===== src/hdl/bresenham_line_pixels_assert.svh =====
// Assertion macros for the line pixel generator.
// Assumes clk and arst_n are visible where the macros are used.
`ifndef BRESENHAM_LINE_PIXELS_ASSERT_SVH
`define BRESENHAM_LINE_PIXELS_ASSERT_SVH

// same-cycle implication
`define BLP_ASSERT_NOW(lbl, ante, cons, msg) \
	lbl: assert property (@(posedge clk) disable iff (!arst_n) (ante) |-> (cons)) \
		else $error(msg);

// next-cycle implication
`define BLP_ASSERT_NEXT(lbl, ante, cons, msg) \
	lbl: assert property (@(posedge clk) disable iff (!arst_n) (ante) |=> (cons)) \
		else $error(msg);

`endif


===== src/hdl/bresln_pkg.sv =====
// Shared types and constants for the line pixel generator.
// No dependencies.
package bresln_pkg;

	localparam int CRD_MAX = 6;
	localparam int ERR_W   = CRD_MAX + 3;
	localparam int COLOR_W = 32;

	localparam logic [1:0] MODE_IDLE  = 2'd0;
	localparam logic [1:0] MODE_HORIZ = 2'd1;
	localparam logic [1:0] MODE_VERT  = 2'd2;
	localparam logic [1:0] MODE_DIAG  = 2'd3;

	typedef struct packed {
		logic [1:0]         mode;
		logic               steep;
		logic               dir;
		logic [CRD_MAX-1:0] x0;
		logic [CRD_MAX-1:0] y0;
		logic [CRD_MAX-1:0] count;
		logic [ERR_W-1:0]   err0;
		logic [ERR_W-1:0]   inc_pos;
		logic [ERR_W-1:0]   inc_neg;
		logic [COLOR_W-1:0] color;
	} cmd_t;

	typedef struct packed {
		logic busy;
		logic load;
	} stat_t;

endpackage


===== src/hdl/bresenham_line_pixels.sv =====
// Line pixel generator: turns a two-point line request into a stream of
// pixel coordinates with color. A request is checked and set up in the
// front end in the cycle it is pushed and parked in a two-entry command
// queue, so push is refused only when both entries are taken. The walker
// loads a command when idle and then produces one pixel per cycle, so a
// line of N pixels (N = the larger of |dx| and |dy|) is emitted in order;
// a request with equal end points yields no pixels and never reaches the
// walker. Any cycle in which the result register is full and not popped
// stalls the walker. pixel_color is the foreground color at push time.
// Depends on bresln_pkg, bresln_front, bresln_cmdq, bresln_walk and
// bresenham_line_pixels_assert.svh.
`include "bresenham_line_pixels_assert.svh"

module bresenham_line_pixels #(
	parameter int COORD_BITS = 6
) (
	input  logic                           clk,
	input  logic                           arst_n,
	input  logic                           cfg_wr_en,
	input  logic [bresln_pkg::COLOR_W-1:0] cfg_wr_data,
	input  logic                           push,
	output logic                           full,
	input  logic [COORD_BITS-1:0]          start_x,
	input  logic [COORD_BITS-1:0]          start_y,
	input  logic [COORD_BITS-1:0]          end_x,
	input  logic [COORD_BITS-1:0]          end_y,
	output logic                           empty,
	input  logic                           pop,
	output logic [COORD_BITS-1:0]          pixel_x,
	output logic [COORD_BITS-1:0]          pixel_y,
	output logic [bresln_pkg::COLOR_W-1:0] pixel_color,
	output logic                           last_pixel
);
	import bresln_pkg::*;

	logic [COLOR_W-1:0] fg_color_q;
	cmd_t               front_cmd, q_cmd;
	logic               front_valid, q_wr, q_take, q_ne;
	logic [1:0]         q_level;
	stat_t              walk_stat;

	always_ff @(posedge clk or negedge arst_n) begin
		if (!arst_n) begin
			fg_color_q <= '1;
		end else if (cfg_wr_en) begin
			fg_color_q <= cfg_wr_data;
		end
	end

	bresln_front #(
		.COORD_BITS(COORD_BITS)
	) u_front (
		.start_x  (start_x),
		.start_y  (start_y),
		.end_x    (end_x),
		.end_y    (end_y),
		.color    (fg_color_q),
		.cmd      (front_cmd),
		.cmd_valid(front_valid)
	);

	assign q_wr = push && !full && front_valid;

	bresln_cmdq u_cmdq (
		.clk      (clk),
		.arst_n   (arst_n),
		.wr       (q_wr),
		.din      (front_cmd),
		.full     (full),
		.rd       (q_take),
		.dout     (q_cmd),
		.not_empty(q_ne),
		.level    (q_level)
	);

	bresln_walk #(
		.COORD_BITS(COORD_BITS)
	) u_walk (
		.clk        (clk),
		.arst_n     (arst_n),
		.cmd        (q_cmd),
		.cmd_avail  (q_ne),
		.cmd_take   (q_take),
		.empty      (empty),
		.pop        (pop),
		.pixel_x    (pixel_x),
		.pixel_y    (pixel_y),
		.pixel_color(pixel_color),
		.last_pixel (last_pixel),
		.stat       (walk_stat)
	);

	`BLP_ASSERT_NOW(a_more_pixels_pending, !empty && !last_pixel, walk_stat.busy, "non-last pixel shown while walker idle")
	`BLP_ASSERT_NEXT(a_cmd_queued, q_wr, q_level != 2'd0, "accepted line lost from command queue")
	`BLP_ASSERT_NOW(a_load_only_idle, walk_stat.load, !walk_stat.busy && q_ne, "walker loaded while busy or from empty queue")

endmodule


===== src/hdl/bresln_front.sv =====
// Front end: classifies a line request and computes its walk setup.
// Depends on bresln_pkg.
module bresln_front #(
	parameter int COORD_BITS = 6
) (
	input  logic [COORD_BITS-1:0]       start_x,
	input  logic [COORD_BITS-1:0]       start_y,
	input  logic [COORD_BITS-1:0]       end_x,
	input  logic [COORD_BITS-1:0]       end_y,
	input  logic [bresln_pkg::COLOR_W-1:0] color,
	output bresln_pkg::cmd_t            cmd,
	output logic                        cmd_valid
);
	import bresln_pkg::*;

	logic [CRD_MAX-1:0] ax, ay, bx, by;
	logic [CRD_MAX-1:0] adx, ady, major, minor;
	logic               shallow;
	logic [ERR_W-1:0]   minor2, major2;

	always_comb begin
		ax = CRD_MAX'(start_x);
		ay = CRD_MAX'(start_y);
		bx = CRD_MAX'(end_x);
		by = CRD_MAX'(end_y);
		adx = (ax > bx) ? (ax - bx) : (bx - ax);
		ady = (ay > by) ? (ay - by) : (by - ay);
		shallow = (ady <= adx);
		major = shallow ? adx : ady;
		minor = shallow ? ady : adx;
		minor2 = {2'b00, minor, 1'b0};
		major2 = {2'b00, major, 1'b0};

		if (ay == by) begin
			cmd.mode = MODE_HORIZ;
		end else if (ax == bx) begin
			cmd.mode = MODE_VERT;
		end else begin
			cmd.mode = MODE_DIAG;
		end

		cmd.steep = !shallow;
		if (shallow) begin
			// left-most end first, minor axis is y
			cmd.x0  = (ax < bx) ? ax : bx;
			cmd.y0  = (ax < bx) ? ay : by;
			cmd.dir = (ax < bx) ? (by < ay) : (ay < by);
		end else begin
			// top-most end first, minor axis is x
			cmd.x0  = (ay < by) ? ax : bx;
			cmd.y0  = (ay < by) ? ay : by;
			cmd.dir = (ay < by) ? (bx < ax) : (ax < bx);
		end
		cmd.count   = major;
		cmd.err0    = minor2 - {3'b000, major};
		cmd.inc_pos = minor2 - major2;
		cmd.inc_neg = minor2;
		cmd.color   = color;
		cmd_valid   = (major != '0);
	end

endmodule


===== src/hdl/bresln_cmdq.sv =====
// Two-entry command queue between front end and pixel walker.
// Depends on bresln_pkg.
module bresln_cmdq (
	input  logic             clk,
	input  logic             arst_n,
	input  logic             wr,
	input  bresln_pkg::cmd_t din,
	output logic             full,
	input  logic             rd,
	output bresln_pkg::cmd_t dout,
	output logic             not_empty,
	output logic [1:0]       level
);
	import bresln_pkg::*;

	cmd_t       head_q, tail_q;
	logic [1:0] cnt_q;
	logic       do_wr, do_rd;

	assign full      = (cnt_q == 2'd2);
	assign not_empty = (cnt_q != 2'd0);
	assign level     = cnt_q;
	assign dout      = head_q;
	assign do_wr     = wr && !full;
	assign do_rd     = rd && not_empty;

	always_ff @(posedge clk or negedge arst_n) begin
		if (!arst_n) begin
			cnt_q <= 2'd0;
		end else begin
			case ({do_wr, do_rd})
				2'b10: cnt_q <= cnt_q + 2'd1;
				2'b01: cnt_q <= cnt_q - 2'd1;
				default: cnt_q <= cnt_q;
			endcase
		end
	end

	always_ff @(posedge clk) begin
		case ({do_wr, do_rd})
			2'b10: begin
				if (cnt_q == 2'd0) begin
					head_q <= din;
				end else begin
					tail_q <= din;
				end
			end
			2'b01: begin
				head_q <= tail_q;
			end
			2'b11: begin
				if (cnt_q == 2'd1) begin
					head_q <= din;
				end else begin
					head_q <= tail_q;
					tail_q <= din;
				end
			end
			default: begin
				head_q <= head_q;
			end
		endcase
	end

endmodule


===== src/hdl/bresln_walk.sv =====
// Pixel walker: steps one pixel per cycle through a queued line command
// while its result-side output register is free or popped. Depends on bresln_pkg.
module bresln_walk #(
	parameter int COORD_BITS = 6
) (
	input  logic                        clk,
	input  logic                        arst_n,
	input  bresln_pkg::cmd_t            cmd,
	input  logic                        cmd_avail,
	output logic                        cmd_take,
	output logic                        empty,
	input  logic                        pop,
	output logic [COORD_BITS-1:0]       pixel_x,
	output logic [COORD_BITS-1:0]       pixel_y,
	output logic [bresln_pkg::COLOR_W-1:0] pixel_color,
	output logic                        last_pixel,
	output bresln_pkg::stat_t           stat
);
	import bresln_pkg::*;

	logic               busy_q, steep_q, dir_q, diag_q;
	logic [CRD_MAX-1:0] x_q, y_q, rem_q;
	logic [ERR_W-1:0]   err_q, incp_q, incn_q;
	logic [COLOR_W-1:0] color_q;

	logic               ov_q, pl_q;
	logic [CRD_MAX-1:0] px_q, py_q;
	logic [COLOR_W-1:0] pc_q;

	logic               load, adv, step_minor;
	logic [CRD_MAX-1:0] minor_x, minor_y, nx, ny;

	assign load     = !busy_q && cmd_avail;
	assign cmd_take = load;
	assign adv      = busy_q && (!ov_q || pop);

	always_comb begin
		step_minor = diag_q && !err_q[ERR_W-1];
		minor_x = dir_q ? (x_q - CRD_MAX'(1)) : (x_q + CRD_MAX'(1));
		minor_y = dir_q ? (y_q - CRD_MAX'(1)) : (y_q + CRD_MAX'(1));
		if (steep_q) begin
			ny = y_q + CRD_MAX'(1);
			nx = step_minor ? minor_x : x_q;
		end else begin
			nx = x_q + CRD_MAX'(1);
			ny = step_minor ? minor_y : y_q;
		end
	end

	always_ff @(posedge clk or negedge arst_n) begin
		if (!arst_n) begin
			busy_q <= 1'b0;
			ov_q   <= 1'b0;
		end else begin
			if (load) begin
				busy_q <= 1'b1;
			end else if (adv && (rem_q == CRD_MAX'(1))) begin
				busy_q <= 1'b0;
			end
			if (adv) begin
				ov_q <= 1'b1;
			end else if (pop) begin
				ov_q <= 1'b0;
			end
		end
	end

	always_ff @(posedge clk) begin
		if (load) begin
			x_q     <= cmd.x0;
			y_q     <= cmd.y0;
			rem_q   <= cmd.count;
			err_q   <= cmd.err0;
			incp_q  <= cmd.inc_pos;
			incn_q  <= cmd.inc_neg;
			steep_q <= cmd.steep;
			dir_q   <= cmd.dir;
			diag_q  <= (cmd.mode == MODE_DIAG);
			color_q <= cmd.color;
		end else if (adv) begin
			x_q   <= nx;
			y_q   <= ny;
			rem_q <= rem_q - CRD_MAX'(1);
			err_q <= err_q + (err_q[ERR_W-1] ? incn_q : incp_q);
		end
		if (adv) begin
			px_q <= x_q;
			py_q <= y_q;
			pc_q <= color_q;
			pl_q <= (rem_q == CRD_MAX'(1));
		end
	end

	assign empty       = !ov_q;
	assign pixel_x     = px_q[COORD_BITS-1:0];
	assign pixel_y     = py_q[COORD_BITS-1:0];
	assign pixel_color = pc_q;
	assign last_pixel  = pl_q;
	assign stat.busy   = busy_q;
	assign stat.load   = load;

endmodule

===== config.mk =====
export PLATFORM = sky130hd
export DESIGN_NAME = bresenham_line_pixels
export DESIGN_NICKNAME = d
export VERILOG_FILES = /design/src/hdl/bresln_pkg.sv /design/src/hdl/bresenham_line_pixels.sv /design/src/hdl/bresln_front.sv /design/src/hdl/bresln_cmdq.sv /design/src/hdl/bresln_walk.sv
export VERILOG_INCLUDE_DIRS = /design/src /design/src/hdl
export SDC_FILE = /design/constraint.sdc
export NUM_CORES = 1
export LEC_CHECK = 0
export BUFFER_PORTS_ARGS = -buffer_cell sky130_fd_sc_hd__buf_2
export CAP_MARGIN = 5
export CORE_MARGIN = 2
export CORE_UTILIZATION = 30
export CTS_BUF_LIST = sky130_fd_sc_hd__clkbuf_16
export DETAILED_ROUTE_END_ITERATION = 7
export PLACE_DENSITY = 0.51
export SLEW_MARGIN = 25
export SYNTH_ARGS = -nofsm -noshare
export SYNTH_HDL_FRONTEND = slang
export SYNTH_SLANG_ARGS = --single-unit

===== constraint.sdc =====
create_clock -name clk -period 7.5 [get_ports clk]
set_input_delay 0.75 -clock clk [delete_from_list [all_inputs] [get_ports clk]]
set_output_delay 0.75 -clock clk [all_outputs]
set_load 0.01 [all_outputs]

==> flow_metrics.py, run 1 <==
metrics = {
    "status": {
        "outcome": "complete, no violations",
    },
    "logic_synthesis": {
        "synth.area.mux_share": 0.0411,
        "synth_warnings": 0,
        "yosys.area_share.simple": 0.0664,
        "synth_nets": 1091,
        "yosysTopAreaCell": "edfxtp_1",
        "synthCells": 973,
        "synth_xor_area_frac": 0.0205,
        "synth.top_cells.by_area": "edfxtp_1 (59%), dfstp_2 (6.1%), ha_1 (4.8%)",
        "netlist_top_cells_count": "edfxtp_1 (267), inv_1 (68), nand2_1 (66)",
        "synth_compound_area_frac": 0.127,
        "synthArstFlopShare": 0.119,
        "synth_top_family_by_area": "compound AO/OA/AOI/OAI gates",
        "yosysMostFrequentCell": "edfxtp_1",
        "synth_ff_type": "edfxtp_1",
        "ys_seq_area_frac": 0.654,
        "synth_seq_cells": 303,
        "synth-adder-area-share": 0.0572,
        "yosysTopAreaCellShare": 0.586,
        "synth_edf_count": 267,
        "ys_types": 87,
        "syn_area_sq_um": 13700,
        "synth.avg_cell_area_sq_um": 14.1,
    },
    "sta": {
        "clock.fmax_mhz": 155,
        "skew_ns": 0.0258,
        "finalCritPeriodShare": 0.859,
        "worst_pin_slew_ns": 0.976,
        "slew_headroom": 0.349,
        "setup_tns_ns": 0,
        "hold_ws_ns": 0.308,
        "slew_viol_final": 0,
        "period_needed_ns": 6.44,
        "hold_viol": 0,
        "grt_setup_unrepaired": "no",
        "finalSetupViolCount": 0,
    },
    "cells_and_area": {
        "drive_gt1_frac": 0.243,
        "finalNonFillerCells": 1704,
        "postLayoutCellArea_sq_um": 15800,
        "nFillCells": 4326,
        "n_antenna_cell": 0,
        "fin_nets": 1201,
        "area_delta_synth_final_pct": 15.6,
        "multi_input_area_sq_um": 4310,
        "seq_area_sq_um": 8960,
    },
    "critical_path": {
        "r2r_end": "u_cmdq.dout[5]",
        "crit_path_max_fanout": 32,
        "reg2reg_setup_slack_ns": 3.66,
        "start_kind": "input pin",
        "slowest_stage": "buf_4",
        "timing.rr.start": "u_cmdq.level[0]",
        "crit_top_cell": "inv_1",
        "worst_path_largest_cell_delay_ns": 0.48,
        "endpoint_kind": "flip-flop",
        "crit_type": "in2reg",
        "ff2ff_path_depth": 9,
        "critPathRequiredTime_ns": 7.94,
        "cp.arrival_ns": 6.88,
    },
    "place": {
        "globalplace.congestion": 0.862,
        "dpl_cell_area_sq_um": 14900,
        "hpwl_mm": 18.9,
        "dp.cells": 1650,
        "port_buffers": 107,
    },
    "power": {
        "power_leakage_uw": 0.00591,
        "p_comb_frac": 0.295,
        "power_density_nw_per_um2": 353,
        "swShare": 0.307,
        "ir_drop_uv": 192,
        "report.power.total_uw": 5580,
        "p_int_uw": 3870,
        "clkPwrFrac": 0.251,
        "p_sw_uw": 1720,
        "pwr-share-seq": 0.455,
    },
    "clock_network": {
        "cts_made_buffers": 31,
        "cts_sinks": 303,
        "clkLatencyLatePin_ns": 0.58,
        "hold_buffers": 0,
        "htreeDepth": 1,
        "path_clk_slew_ns": 0.06,
        "cts-root-buf": "clkbuf_16",
        "cts_resized": 0,
        "clock_path_buffers": 3,
        "cts_tree": "done",
        "post-cts-setup-buffers": 0,
    },
    "global_route": {
        "antenna_found_initial": 1,
        "grt_pass1_vias": 7754,
        "overflow": 0,
        "grt_max_degree": 75,
        "track_usage": 0.116,
        "grt_pass1_wl_mm": 43.7,
    },
    "drt": {
        "ant_nets": 0,
        "wl_per_cell_um": 16.2,
        "vias": 7875,
        "via_per_inst": 4.62,
        "initialDrtViolationCount": 418,
        "drt-pass1-iter-count": 5,
        "route.detailed.drc": 0,
        "routed_wl_mm": 27.6,
    },
    "floorplan": {
        "rows": 78,
        "die_h_um": 218,
        "pin_count": 108,
        "core-area_sq_um": 45200,
        "start_util": 0.303,
        "die_w_um": 218,
        "dieArea_sq_um": 47400,
    },
    "hold_path": {
        "hold_class": "in2async",
    },
    "job": {
        "maxCapViolations": 0,
    },
}
## power by group through the flow
stage	sequential [uW]	combinational, uW	clock, uW
floorplan	2550	1220	0
global placement	2570	1650	0
detailed placement	2580	1650	0
CTS	2540	1660	1450
global route	2580	1840	1510
finish	2540	1650	1400
## kinds of logic after synthesis
family	after synthesis
compound gates	236
xor+xnor	32
fa+ha+maj	60
buf+inv	113
flops	303
mux	48
simple gates	181
## how the worst max path moves through the flow
| stage | startpoint | to | slack [ns] | cells after the start |
|---|---|---|---|---|
| 6_report | start_y[0] | u_cmdq.dout[5] | 1.06 | 25 |
| 3_5_place_dp | start_y[0] | u_cmdq.dout[7] | 0.44 | 25 |
| 4_1_cts | start_y[0] | u_cmdq.dout[15] | 1.05 | 25 |
| 2_1_floorplan | start_y[0] | u_cmdq.tail_q[0] | 0.04 | 22 |
| 5_1_grt | start_y[0] | u_cmdq.dout[7] | 0.55 | 25 |
| 3_3_place_gp | start_y[0] | u_cmdq.dout[18] | 0.62 | 25 |
## per-stage QoR
step                 util  worst slack, ns
global placement    0.330            0.624
detailed placement  0.330            0.443
floorplan               -           0.0430
global route        0.350            0.555
finish              0.350             1.06
CTS                 0.350             1.05
## registers in the layout, summed over array words and instances, names as in the netlist
name	cells
u_cmdq.dout	74
u_cmdq.tail_q	74
fg_color_q	32
u_walk.color_q	32
u_walk.pixel_color	32
u_walk.err_q	8
u_walk.incp_q	7
u_walk.incn_q	6
u_walk.pixel_x	6
u_walk.pixel_y	6
u_walk.rem_q	6
u_walk.x_q	6
u_walk.y_q	6
u_cmdq.level	2
u_walk.busy_q	1
u_walk.diag_q	1
u_walk.dir_q	1
u_walk.last_pixel	1
u_walk.ov_q	1
u_walk.steep_q	1
## critical path: cells and delay by family
| kind | cells | cell delay, ns |
|---|---|---|
| AO/OA/AOI/OAI | 7 | 1.99 |
| XOR/XNOR | 1 | 0.31 |
| adder cells (fa/ha/maj) | 4 | 1.29 |
| AND/OR/NAND/NOR | 6 | 1.19 |
| buffers and inverters | 6 | 0.87 |
| multiplexers | 1 | 0.45 |
## cell type report
class	instances	area share
inverter	74	0.0179
multi-input combinational	557	0.272
tap	600	0.0474
clock inverter	23	0.00893
sequential	303	0.566
clock buffer	31	0.0490
timing repair buffer	116	0.0389
## cell usage in the layout (no fill, tap or decap), types with 6 or more instances in the layout
cell type and count:
a21o_1 10, a21oi_1 41, a22o_1 58, and2_1 10, buf_2 107, buf_4 8, clkbuf_16 31, clkinv_1 6
clkinv_2 7, dfstp_2 32, edfxtp_1 267, ha_1 52, inv_1 74, mux2_2 39, nand2_1 65, nand2b_1 6
nand3_1 10, nand4_1 11, nor2_1 29, nor2b_1 15, nor3_1 6, o211ai_1 8, o21ai_0 53, xnor2_1 19
xor2_1 13
## per-layer routing
layer  GRT usage  vias up  routed length, um
met5           0        -                  7
met4      0.0372        2                604
met3      0.0144       41               1060
met2       0.189      138              13000
met1       0.161     3814              13000
li1            -     3880                  -
No activity file was read; power rests on OpenSTA's default activity.
==> inputs of run 2 (changes only) <==
CORE_MARGIN = unset   (was 2)
CORE_UTILIZATION = 25   (was 30)
PLACE_DENSITY = 0.45   (was 0.51)
==> run 2 against run 1 <==
  * Clock skew down 0.0079 ns
  * Register-to-register slack gained 0.42 ns
  * Critical path type unchanged
  * Sequential power about the same
  * Via count increased by 1.5%
  * Largest power group unchanged
  * Highest routed layer unchanged
  * Core utilization decreased by 5.2 points
  * Sequential cell count did not move
  * Clock power is 4% higher
  * Clock-buffer cell count is the same
  * Non-clock buffer count rose by 6
==> flow_metrics.py, run 2 (synthesis results as in run 1) <==
metrics = {
    "floorplan": {
        "pin_count": 108,
        "rows": 85,
        "die_h_um": 236,
        "die_w_um": 236,
        "start_util": 0.254,
        "core-area_sq_um": 53900,
        "dieArea_sq_um": 55700,
    },
    "cells_and_area": {
        "area_delta_synth_final_pct": 17.4,
        "n_antenna_cell": 0,
        "mostFrequentLayoutCell": "edfxtp_1",
        "nFillCells": 5378,
        "postLayoutCellArea_sq_um": 16100,
        "finalNonFillerCells": 1810,
        "fin_nets": 1207,
        "drive_gt1_frac": 0.247,
        "most-common-layout-cells": "edfxtp_1 (267), buf_2 (106), inv_1 (74)",
    },
    "global_route": {
        "grt_pass1_wl_mm": 47.2,
        "track_usage": 0.107,
        "overflow": 0,
        "grt_pass1_vias": 8120,
        "grt_max_degree": 57,
        "antenna_found_initial": 1,
    },
    "drt": {
        "via_per_inst": 4.42,
        "wl_per_cell_um": 16.6,
        "initialDrtViolationCount": 426,
        "top_layer": "met5",
        "vias": 7995,
        "ant_nets": 0,
        "route.detailed.drc": 0,
        "met1_length_mm": 13.7,
        "wl_met2_mm": 14.5,
        "wl_met3_um": 977,
        "routed_wl_mm": 30.0,
        "drt-pass1-iter-count": 4,
    },
    "clock_network": {
        "cts_resized": 0,
        "post-cts-setup-buffers": 0,
        "cts_tree": "done",
        "cts-root-buf": "clkbuf_16",
        "path_clk_slew_ns": 0.06,
        "clkLatencyLatePin_ns": 0.58,
        "hold_buffers": 0,
        "cts_sinks": 303,
        "htreeDepth": 1,
        "cts_made_buffers": 31,
        "clock_path_buffers": 3,
    },
    "status": {
        "outcome": "complete, no violations",
    },
    "critical_path": {
        "timing.rr.start": "u_cmdq.level[0]",
        "critPathRequiredTime_ns": 7.93,
        "r2r_end": "u_cmdq.dout[66]",
        "crit_end": "u_cmdq.dout[66]",
        "ff2ff_path_depth": 10,
        "cp.arrival_ns": 6.66,
        "cp-startpoint": "start_y[0]",
        "endpoint_kind": "flip-flop",
        "reg2reg_setup_slack_ns": 4.08,
        "start_kind": "input pin",
        "crit_path_max_fanout": 26,
        "crit_type": "in2reg",
    },
    "power": {
        "pwr-share-seq": 0.447,
        "p_comb_frac": 0.297,
        "clkPwrFrac": 0.256,
        "power_density_nw_per_um2": 354,
        "p_int_uw": 3920,
        "p_sw_uw": 1770,
        "ir_drop_uv": 144,
        "swShare": 0.311,
        "power_leakage_uw": 0.00597,
    },
    "sta": {
        "setup_tns_ns": 0,
        "clock.fmax_mhz": 160,
        "hold_ws_ns": 0.171,
        "worst_pin_slew_ns": 0.935,
        "slew_viol_final": 0,
        "period_needed_ns": 6.23,
        "hold_viol": 0,
        "grt_setup_unrepaired": "no",
        "finalCritPeriodShare": 0.831,
        "slew_headroom": 0.370,
        "finalSetupViolCount": 0,
        "skew_ns": 0.0178,
    },
    "place": {
        "hpwl_mm": 21.0,
        "dp.cells": 1752,
        "dpl_cell_area_sq_um": 15100,
        "globalplace.congestion": 0.817,
        "port_buffers": 107,
    },
    "job": {
        "maxCapViolations": 0,
    },
    "hold_path": {
        "hold_class": "in2async",
    },
}
-- run 2: worst min-delay path by stage --
stage                          to  cells past startpoint
2_1_floorplan   u_walk.color_q[0]                      0
3_3_place_gp    u_walk.color_q[3]                      0
3_5_place_dp   u_walk.color_q[15]                      0
4_1_cts               u_walk.ov_q                      1
5_1_grt               u_walk.ov_q                      1
6_report              u_walk.ov_q                      1
-- run 2: critical path, stage by stage --
cell and delay (ns):
buf_2 0.11, inv_1 0.06, ha_1 0.16, inv_1 0.05
fa_1 0.43, a211oi_2 0.30, o21a_2 0.29, nor2_1 0.07
a2111oi_0 0.38, a31oi_1 0.11, xnor2_1 0.25, inv_1 0.07
ha_1 0.32, a21oi_1 0.26, nand3_1 0.19, nand2_1 0.31
buf_4 0.24, nor2_1 0.05, a21oi_1 0.27, nor3_1 0.09
a41oi_1 0.45, ha_1 0.37, nand2_1 0.11, nand2_2 0.50
buf_4 0.33, a22o_1 0.15
-- run 2: through the flow --
step,util,worst slack [ns],power (uW)
4_1_cts,0.298,1.23,5770
2_1_floorplan,-,0.0430,3770
5_1_grt,0.298,0.684,6010
3_5_place_dp,0.280,0.630,4280
6_report,0.298,1.27,5680
3_3_place_gp,0.280,0.719,4250
-- run 2: area by class of cell --
type / count / area, sq um / area share
Clock buffer: 31 / 776 / 0.0482
Clock inverter: 27 / 184 / 0.0114
Inverter: 74 / 280 / 0.0174
Timing Repair Buffer: 122 / 701 / 0.0436
Multi-Input combinational cell: 557 / 4310 / 0.268
Sequential cell: 303 / 8960 / 0.557
Tap cell: 696 / 871 / 0.0542
-- run 2: per-layer routing --
layer  vias to the layer above  GRT usage
li1                       3895          -
met1                      3925      0.141
met2                       122      0.180
met3                        51     0.0135
met4                         2     0.0414
met5                         -          0
-- run 2: power groups by stage --
stage               sequential [uW]  combinational (uW)  clock (uW)
floorplan                      2550                1220           0
global placement               2570                1680           0
detailed placement             2580                1700           0
CTS                            2540                1710        1510
global route                   2580                1870        1570
finish                         2540                1690        1460
==> inputs of run 3 (changes only) <==
clock period = 5.1 ns   (was 7.5 ns; I/O delays follow)
==> run 3 against run 2 <==
  * Largest cell class unchanged
  * Combinational power up 70%
  * Largest power group unchanged
  * Sequential cell count unchanged
  * Worst setup slack worse by 0.87 ns
  * Highest routed layer unchanged
==> flow_metrics.py, run 3 (synthesis results as in run 1) <==
metrics = {
    "status": {
        "outcome": "complete, no violations",
    },
    "place": {
        "dpl_cell_area_sq_um": 15900,
        "port_buffers": 107,
        "hpwl_mm": 21.5,
        "globalplace.congestion": 0.793,
    },
    "critical_path": {
        "timing.rr.start": "u_cmdq.level[0]",
        "critPathRequiredTime_ns": 5.41,
        "endpoint_kind": "flip-flop",
        "cp.arrival_ns": 5.01,
        "worstPathBufferInverterCount": 5,
        "reg2reg_setup_slack_ns": 1.80,
        "r2r_end": "u_cmdq.dout[74]",
        "crit_path_max_fanout": 4,
        "start_kind": "input pin",
        "worst_path_largest_cell_delay_ns": 0.50,
        "cp_cell_sequence": "buf_2 -> inv_1 -> ha_1 -> inv_1 -> fa_1 -> a211oi_4 -> o21ai_2 -> or4_4 -> o2111ai_2 -> ha_1 -> a21oi_1 -> nand3_2 -> buf_4 -> a21oi_1 -> nor2_1 -> buf_4 -> xnor2_1 -> ha_1 -> a2111o_1 -> a32oi_2 -> a211o_1 -> nand3_1",
        "ff2ff_path_depth": 9,
        "crit_top_cell": "ha_1",
        "slowest_stage": "or4_4",
        "crit_type": "in2reg",
        "crit_family": "compound AO/OA/AOI/OAI gates",
    },
    "drt": {
        "wl_per_cell_um": 15.6,
        "via_per_inst": 4.30,
        "vias": 8167,
        "drt-pass1-iter-count": 5,
        "initialDrtViolationCount": 402,
        "routed_wl_mm": 29.7,
        "route.detailed.drc": 0,
        "ant_nets": 0,
    },
    "floorplan": {
        "pin_count": 108,
        "core-area_sq_um": 53900,
        "rows": 85,
        "start_util": 0.254,
        "die_w_um": 236,
        "die_h_um": 236,
        "dieArea_sq_um": 55700,
    },
    "hold_path": {
        "whs_path_depth": 2,
        "hold_start": "cfg_wr_data[29]",
        "hold_class": "in2reg",
        "whs_endpoint": "fg_color_q[29]",
    },
    "cells_and_area": {
        "most-common-layout-cells": "edfxtp_1 (267), buf_2 (107), buf_4 (95)",
        "drive_gt1_frac": 0.323,
        "fin_util": 0.317,
        "area_delta_synth_final_pct": 25.0,
        "mostFrequentLayoutCell": "edfxtp_1",
        "fin_nets": 1297,
        "postLayoutCellArea_sq_um": 17100,
    },
    "sta": {
        "skew_ns": 0.00853,
        "period_needed_ns": 4.71,
        "clock.fmax_mhz": 212,
        "slew_viol_final": 0,
        "grt_setup_unrepaired": "no",
        "hold_viol": 0,
        "finalCritPeriodShare": 0.923,
        "worst_pin_slew_ns": 0.845,
        "slew_headroom": 0.436,
        "finalSetupViolCount": 0,
    },
    "power": {
        "power_leakage_uw": 0.00651,
        "report.power.total_uw": 9140,
        "ir_drop_uv": 202,
        "power_density_nw_per_um2": 534,
    },
    "clock_network": {
        "path_clk_slew_ns": 0.06,
        "cts-root-buf": "clkbuf_16",
        "cts_sinks": 303,
        "clock_path_buffers": 3,
        "post-cts-setup-buffers": 0,
        "htreeDepth": 1,
        "cts_tree": "done",
        "cts_made_buffers": 31,
        "clkLatencyLatePin_ns": 0.57,
    },
    "job": {
        "maxCapViolations": 0,
    },
    "global_route": {
        "antenna_found_initial": 2,
        "grt_pass1_wl_mm": 47.5,
        "track_usage": 0.107,
        "grt_max_degree": 47,
        "overflow": 0,
        "grt_pass1_vias": 8300,
    },
}
[run 3: changes by cell type in the layout (fill, tap and decap cells not counted), moves of 3 or more]
cell,change
bufinv_16,+7
clkinv_1,-3
buf_12,+5
inv_1,-8
buf_4,+83
[run 3: layout make-up]
cell class / instances / area (sq um)
diodes: 1 / 2.50
clock buffers: 31 / 776
clock inverters: 27 / 378
fillers: 5286 / 36800
inverters: 74 / 295
multi-input cells: 557 / 4390
flip-flops and latches: 303 / 8960
well taps: 696 / 871
repair buffers: 212 / 1440
[run 3: timing repair]
action | CTS | global route
endpoints found under the setup margin | 0 | 4
endpoints found under the hold margin | 0 | 2
gates resized for setup | 0 | 3
hold buffers | 0 | 1
[run 3: how the worst max path moves through the flow]
stage                     startpoint          endpoint  slack, ns  depth (start not counted)
after floorplan           start_y[0]  u_cmdq.tail_q[0]      -0.73                         22
after global routing      start_y[0]   u_cmdq.dout[42]       0.02                         27
after detailed placement  start_x[0]   u_cmdq.dout[48]      -0.45                         22
final                     start_x[0]   u_cmdq.dout[56]       0.39                         22
after CTS                 start_x[0]   u_cmdq.dout[48]       0.12                         22
after global placement    start_x[0]   u_cmdq.dout[48]      -0.41                         22
[run 3: layer usage]
layer  up-vias  part of all wire  GRT usage
met1      3945              0.45      0.140
met4         2             0.019     0.0305
met5         -           0.00044          0
li1       4092                 -          -
met3        34             0.031     0.0138
met2        94              0.50      0.185
[run 3: per-stage QoR]
step	cells	TNS, ns	hold WS (ns)	setup WS, ns
2_1_floorplan	973	-58.04	0.214	-0.728
3_3_place_gp	1840	-8.92	0.400	-0.412
3_5_place_dp	1840	-18.09	0.405	-0.446
4_1_cts	1898	0	0.102	0.124
5_1_grt	1901	0	0.137	0.0219
6_report	1901	0	0.168	0.394
[run 3: worst register-to-register path: stages (launching register included)]
cell and delay [ns]:
dfrtp_1 0.41, inv_1 0.09, ha_1 0.34, or2_2 0.61, inv_2 0.39, ha_1 0.36
a21oi_1 0.24, nor2_4 0.15, buf_12 0.23, a22o_1 0.23
[run 3: where the power goes]
group          internal [uW]  switching, uW  total [uW]
combinational           1290           1580        2880
clock                   1570            965        2540
sequential              3550            178        3730
